--- src/hdl/cfp_pkg.sv ---
// ----------------------------------------------------------------------------
// Cartesian-to-Frenet package
// Shared types, register indexes, constants and fixed-point helpers.
// ----------------------------------------------------------------------------
package cfp_pkg;

  localparam int unsigned CfgIdxW     = 4;
  localparam int unsigned SqrtRounds  = 32;
  localparam int unsigned DivBits     = 49;

  localparam logic [CfgIdxW-1:0] CfgC0   = 4'd0;
  localparam logic [CfgIdxW-1:0] CfgC1   = 4'd1;
  localparam logic [CfgIdxW-1:0] CfgC2   = 4'd2;
  localparam logic [CfgIdxW-1:0] CfgStep = 4'd3;

  localparam logic [16:0] StepReset = 17'd6554;
  localparam logic [39:0] DistBound = 40'd65536000000;
  localparam logic [39:0] DistCap   = 40'hFF_FFFF_FFFF;

  // Datapath micro-operations issued by the controller, one per cycle.
  typedef enum logic [4:0] {
    OP_NONE,
    OP_BUILD_INIT,
    OP_MUL_YY,
    OP_MUL_C2R,
    OP_MUL_C1Y,
    OP_SUM_X,
    OP_MUL_C2Y,
    OP_SLOPE,
    OP_MUL_SS,
    OP_SQRT_INIT,
    OP_SQRT_STEP,
    OP_MUL_RS,
    OP_ACC,
    OP_WRITE,
    OP_START_POINT,
    OP_MUL_C2BY,
    OP_MUL_DY,
    OP_DOT,
    OP_DIV_INIT,
    OP_DIV_STEP,
    OP_OUT_LOAD
  } dp_op_e;

  typedef enum logic [5:0] {
    ST_IDLE,
    ST_B_INIT,
    ST_B_YY,
    ST_B_YY_W,
    ST_B_C2A,
    ST_B_C2A_W,
    ST_B_C1Y,
    ST_B_C1Y_W,
    ST_B_SUM,
    ST_B_C2Y,
    ST_B_C2Y_W,
    ST_B_SLOPE,
    ST_B_SS,
    ST_B_SS_W,
    ST_B_SQI,
    ST_B_SQ,
    ST_B_RS,
    ST_B_RS_W,
    ST_B_ACC,
    ST_B_WR,
    ST_P_SRCH,
    ST_P_C2Y,
    ST_P_C2Y_W,
    ST_P_SLOPE,
    ST_P_DY,
    ST_P_DY_W,
    ST_P_DOT,
    ST_P_SS,
    ST_P_SS_W,
    ST_P_SQI,
    ST_P_SQ,
    ST_P_DVI,
    ST_P_DV,
    ST_P_OUT
  } ctrl_state_e;

  typedef struct packed {
    logic cfg_hit;
    logic first_sample;
    logic last_sample;
    logic sqrt_last;
    logic div_last;
    logic search_done;
    logic out_busy;
  } dp_status_t;

  // Saturate a wide signed value to the 32-bit signed range.
  function automatic logic signed [31:0] sat32(input logic signed [50:0] v);
    logic signed [31:0] r;
    if (v > 51'sd2147483647) begin
      r = 32'sh7FFF_FFFF;
    end else if (v < -51'sd2147483648) begin
      r = 32'sh8000_0000;
    end else begin
      r = v[31:0];
    end
    return r;
  endfunction

  // Q15.16 product rounding: floor((p + 2^15) / 2^16), then saturation.
  function automatic logic signed [31:0] mulq_rnd(input logic signed [65:0] p);
    logic signed [66:0] t;
    t = 67'(p) + 67'sd32768;
    return sat32(t[66:16]);
  endfunction

endpackage

--- src/hdl/cfp_ctrl.sv ---
// ----------------------------------------------------------------------------
// Cartesian-to-Frenet controller
// Sequences table rebuilds and point conversions through datapath operations.
// ----------------------------------------------------------------------------
module cfp_ctrl (
  input  logic                clk_i,
  input  logic                rst_ni,
  input  logic                cfg_valid_i,
  input  logic                in_valid_i,
  input  cfp_pkg::dp_status_t status_i,
  output logic                cfg_ready_o,
  output logic                in_ready_o,
  output cfp_pkg::dp_op_e     op_o
);
  import cfp_pkg::*;

  ctrl_state_e state_q, state_d;

  always_ff @(posedge clk_i or negedge rst_ni) begin
    if (!rst_ni) begin
      state_q <= ST_IDLE;
    end else begin
      state_q <= state_d;
    end
  end

  always_comb begin
    state_d     = state_q;
    op_o        = OP_NONE;
    cfg_ready_o = 1'b0;
    in_ready_o  = 1'b0;
    case (state_q)
      ST_IDLE: begin
        cfg_ready_o = 1'b1;
        in_ready_o  = !cfg_valid_i;
        if (status_i.cfg_hit) begin
          state_d = ST_B_INIT;
        end else if (in_valid_i && !cfg_valid_i) begin
          op_o    = OP_START_POINT;
          state_d = ST_P_SRCH;
        end
      end
      ST_B_INIT:  begin op_o = OP_BUILD_INIT; state_d = ST_B_YY;    end
      ST_B_YY:    begin op_o = OP_MUL_YY;     state_d = ST_B_YY_W;  end
      ST_B_YY_W:  state_d = ST_B_C2A;
      ST_B_C2A:   begin op_o = OP_MUL_C2R;    state_d = ST_B_C2A_W; end
      ST_B_C2A_W: state_d = ST_B_C1Y;
      ST_B_C1Y:   begin op_o = OP_MUL_C1Y;    state_d = ST_B_C1Y_W; end
      ST_B_C1Y_W: state_d = ST_B_SUM;
      ST_B_SUM: begin
        op_o    = OP_SUM_X;
        state_d = status_i.first_sample ? ST_B_WR : ST_B_C2Y;
      end
      ST_B_C2Y:   begin op_o = OP_MUL_C2Y;    state_d = ST_B_C2Y_W; end
      ST_B_C2Y_W: state_d = ST_B_SLOPE;
      ST_B_SLOPE: begin op_o = OP_SLOPE;      state_d = ST_B_SS;    end
      ST_B_SS:    begin op_o = OP_MUL_SS;     state_d = ST_B_SS_W;  end
      ST_B_SS_W:  state_d = ST_B_SQI;
      ST_B_SQI:   begin op_o = OP_SQRT_INIT;  state_d = ST_B_SQ;    end
      ST_B_SQ: begin
        op_o = OP_SQRT_STEP;
        if (status_i.sqrt_last) begin
          state_d = ST_B_RS;
        end
      end
      ST_B_RS:    begin op_o = OP_MUL_RS;     state_d = ST_B_RS_W;  end
      ST_B_RS_W:  state_d = ST_B_ACC;
      ST_B_ACC:   begin op_o = OP_ACC;        state_d = ST_B_WR;    end
      ST_B_WR: begin
        op_o    = OP_WRITE;
        state_d = status_i.last_sample ? ST_IDLE : ST_B_YY;
      end
      ST_P_SRCH: begin
        if (status_i.search_done) begin
          state_d = ST_P_C2Y;
        end
      end
      ST_P_C2Y:   begin op_o = OP_MUL_C2BY;   state_d = ST_P_C2Y_W; end
      ST_P_C2Y_W: state_d = ST_P_SLOPE;
      ST_P_SLOPE: begin op_o = OP_SLOPE;      state_d = ST_P_DY;    end
      ST_P_DY:    begin op_o = OP_MUL_DY;     state_d = ST_P_DY_W;  end
      ST_P_DY_W:  state_d = ST_P_DOT;
      ST_P_DOT:   begin op_o = OP_DOT;        state_d = ST_P_SS;    end
      ST_P_SS:    begin op_o = OP_MUL_SS;     state_d = ST_P_SS_W;  end
      ST_P_SS_W:  state_d = ST_P_SQI;
      ST_P_SQI:   begin op_o = OP_SQRT_INIT;  state_d = ST_P_SQ;    end
      ST_P_SQ: begin
        op_o = OP_SQRT_STEP;
        if (status_i.sqrt_last) begin
          state_d = ST_P_DVI;
        end
      end
      ST_P_DVI:   begin op_o = OP_DIV_INIT;   state_d = ST_P_DV;    end
      ST_P_DV: begin
        op_o = OP_DIV_STEP;
        if (status_i.div_last) begin
          state_d = ST_P_OUT;
        end
      end
      ST_P_OUT: begin
        if (!status_i.out_busy) begin
          op_o    = OP_OUT_LOAD;
          state_d = ST_IDLE;
        end
      end
      default: state_d = ST_IDLE;
    endcase
  end

endmodule

--- config.mk ---
export PLATFORM = sky130hd
export DESIGN_NAME = cfp_ctrl
export DESIGN_NICKNAME = d
export VERILOG_FILES = /design/src/hdl/cfp_pkg.sv /design/src/hdl/cfp_ctrl.sv
export SDC_FILE = /design/constraint.sdc
export NUM_CORES = 1
export LEC_CHECK = 0
export BUFFER_PORTS_ARGS = -buffer_cell sky130_fd_sc_hd__buf_2
export CAP_MARGIN = 20
export CELL_PAD_IN_SITES_DETAIL_PLACEMENT = 0
export CELL_PAD_IN_SITES_GLOBAL_PLACEMENT = 1
export CORE_ASPECT_RATIO = 1.1
export CORE_MARGIN = 2
export CORE_UTILIZATION = 46
export CTS_BUF_LIST = sky130_fd_sc_hd__clkbuf_4 sky130_fd_sc_hd__clkbuf_8
export DETAILED_ROUTE_END_ITERATION = 10
export GPL_ROUTABILITY_DRIVEN = 0
export PLACE_DENSITY = 0.95
export SKIP_LAST_GASP = 1
export SLEW_MARGIN = 20
export SYNTH_ARGS = -nofsm -noshare
export SYNTH_HDL_FRONTEND = slang
export SYNTH_SLANG_ARGS = --single-unit
--- constraint.sdc ---
create_clock -name clk_i -period 2.8 [get_ports clk_i]
set_input_delay 0.28 -clock clk_i [delete_from_list [all_inputs] [get_ports clk_i]]
set_output_delay 0.28 -clock clk_i [all_outputs]
set_load 0.01 [all_outputs]
==> key figures <==
Clocking
  • Clk_lat worst skew: 0.24 ns
  • Max clock buf depth: 2
  • Post-CTS setup buffers: 0
  • Total CTS buffers: 3
  • CTS tree: built
  • Reg clk slew, reported paths: 0.04 ns
  • Clk sink count: 6
  • Clock root cell: clkbuf_4
  • # hold bufs at CTS: 1
  • H-tree levels: 1
  • Post_cts resized: 0

Setup path
  • R2r setup slk: 0.49 ns
  • CP Class: reg -> out
  • Crit Reg-Reg Endpoint: state_q[0]
  • CP startpoint kind: register
  • Worst Setup End Kind: primary output
  • Data arrival time of the critical path: 2.28 ns
  • R2r startpoint: state_q[2]
  • Critical Path Fanout Max: 26
  • Worst path required time: 2.52 ns
  • R2R cell count: 5

Layout
  • Most common cell after layout, fill and taps aside: buf_2
  • N_diodes: 0
  • Most frequent cells in the layout: buf_2 (17), nand2_1 (14), nor2_1 (9), nand3_1 (9), o21ai_0 (8)
  • Area growth, synth to finish: 3.52%
  • Top flop regs: state_q x6
  • Largest Register: state_q
  • Non-Filler Instances: 184
  • Share of layout cells above drive strength 1: 24.0%
  • Share of the core filled with cells: 50.7%
  • Final Cell Area: 1140 sq um
  • Max FFs per register: 6
  • Layout net count: 167

Yosys
  • Asr flop ratio synth: 100%
  • Post-synthesis register bit count: 6
  • Register area share after synthesis: 13.6%
  • Yosys cell types: 58
  • Post-synthesis mux area share: 2.84%
  • Synth warn: 0
  • Post-synth EDFFs: 0
  • Synth Area in Adders: 0.908%
  • Top FF cell, synth: dfrtp_1
  • Syn_nets: 156
  • Simple-Gate Fraction of Synth Area: 33.0%
  • Compound-Gate Fraction of Synth Area: 32.1%
  • Synthesized cell area: 1100 sq um
  • XOR/XNOR Fraction of Synth Area: 3.18%
  • Post-synthesis area per instance: 7.60 sq um
  • Syn Inst Count: 145
  • Main combinational cell family by area after synthesis: simple AND/OR/NAND/NOR gates

STA
  • Max_slew headroom: 37.8%
  • Measured slew at the worst slew-check pin: 0.932 ns
  • Hold slack final: 0.389 ns
  • Fin crit period: 2.56 ns
  • RSZ-0062 raised after global routing: false
  • Crit share post-route: 91.6%
  • Final worst slack: 0.236 ns
  • Fmax: 0.390 GHz
  • Setup Total Neg Slack: 0 ns
  • Final slew viol count: 0
  • Endpoints failing hold: 0
  • Final setup vio count: 0
  • Clk_skew: 0.000280 ns

Place
  • IO Port Bufs: 17
  • Dpl cell area: 1110 sq um
  • Placed cells: 180
  • Worst slack, placed: 0.534 ns
  • Detailed placer's ending HPWL: 2040 microns

Power and ir drop
  • Maximum vdd drop: 0.794 mV
  • Leak: 0.464 nW
  • Power Total: 1.36 mW
  • PD cells: 1200 nW/um^2

Job
  • Max_cap viols: 0

GRT
  • First-pass GRT wire length: 4720 microns
  • Total track usage: 20.9%
  • Overflow after GRT: 0
  • Largest net degree at the start of global routing: 32
  • Antenna violations before repair: 0
  • Vias in the first global route: 1034

Floorplan
  • Die area: 2800 sq um
  • Initial Util: 48.9%
  • Die H: 55.3 microns
  • # IOs: 18
  • Rows: 18
  • Core area: 2250 sq um
  • Die Wd: 50.7 microns

Detailed routing
  • Wirelength per Cell: 15.4 microns
  • ANT nets after route: 0
  • Via Count: 1180
  • 1st-iter DRT viols: 79
  • Total Wirelength: 2840 microns
  • Vias per cell: 6.41
  • Residual DRC: 0
  • Detailed Routing Iterations Pass 1: 5

Status
  • Run status: finished, final reports clean

Worst hold path
  • Hold depth: 3
  • Hold Startpoint: status_i[3]
  • Worst hold endpoint: state_q[3]
  • Hold WC Path Type: in -> reg
logic make-up after synthesis:
kind of cell	Yosys count
and+or+nand+nor	63
AOI/OAI and AO/OA	47
buffers and inverters	21
DFF	6
xor gates and xnor gates	4
muxes	3
adders and majority gates	1
metal layers:
layer	wire length [microns]	track usage (%)
met1	1160	28.0
met2	1370	33.1
met3	234	3.24
met4	75	8.11
met5	0	0
final cells by class:
type	instances	area [sq um]
Fill cell	211	1110
Timing Repair Buffer	20	110
Multi-Input combinational cell	118	795
Inverter	7	26.3
Tap cell	30	37.5
Clock buffer	3	22.5
Sequential cell	6	150
cells in the mapped netlist, types with 2 or more instances:
master     n  area, sq um
nand2_1   14         52.6
nand3_1    9         45.0
nor2_1     9         33.8
o21ai_0    8         40.0
dfrtp_1    6          150
inv_1      6         22.5
clkbuf_8   5         68.8
nor3_1     5         25.0
o22ai_1    5         31.3
a31oi_1    4         25.0
a32o_1     4         40.0
a211oi_1   3         22.5
a21oi_1    3         15.0
buf_6      3         33.8
clkbuf_1   3         11.3
o211ai_1   3         22.5
a221o_1    2         20.0
and2_1     2         12.5
and2b_2    2         17.5
buf_2      2         10.0
mux2i_1    2         20.0
nand4_1    2         12.5
nor2b_1    2         12.5
nor3b_1    2         15.0
nor4b_1    2         17.5
o32ai_1    2         17.5
or2_2      2         12.5
xnor2_1    2         17.5
xor2_1     2         17.5
critical path, stage by stage, from the launching register on:
cell and delay, ns:
dfrtp_1 0.89, nor2b_1 0.47, o21ai_0 0.15, a32o_1 0.24, o21ai_1 0.13, buf_2 0.15
how the worst max path moves through the flow:
stage / start / to / slack, ns / cells after the start
after floorplan: state_q[1] / op_o[3] / 0.97 / 7
after global placement: state_q[2] / state_q[0] / 0.58 / 5
after detailed placement: state_q[2] / state_q[0] / 0.53 / 5
after CTS: state_q[4] / op_o[0] / 0.29 / 5
after global routing: state_q[4] / op_o[0] / 0.09 / 5
final: state_q[4] / op_o[0] / 0.24 / 5
power breakdown:
group	internal [mW]	switching [mW]	total, mW
clock	0.0484	0.0299	0.0783
sequential	0.121	0.202	0.323
combinational	0.454	0.510	0.963
Note: power is estimated with default switching activity, not from simulation.
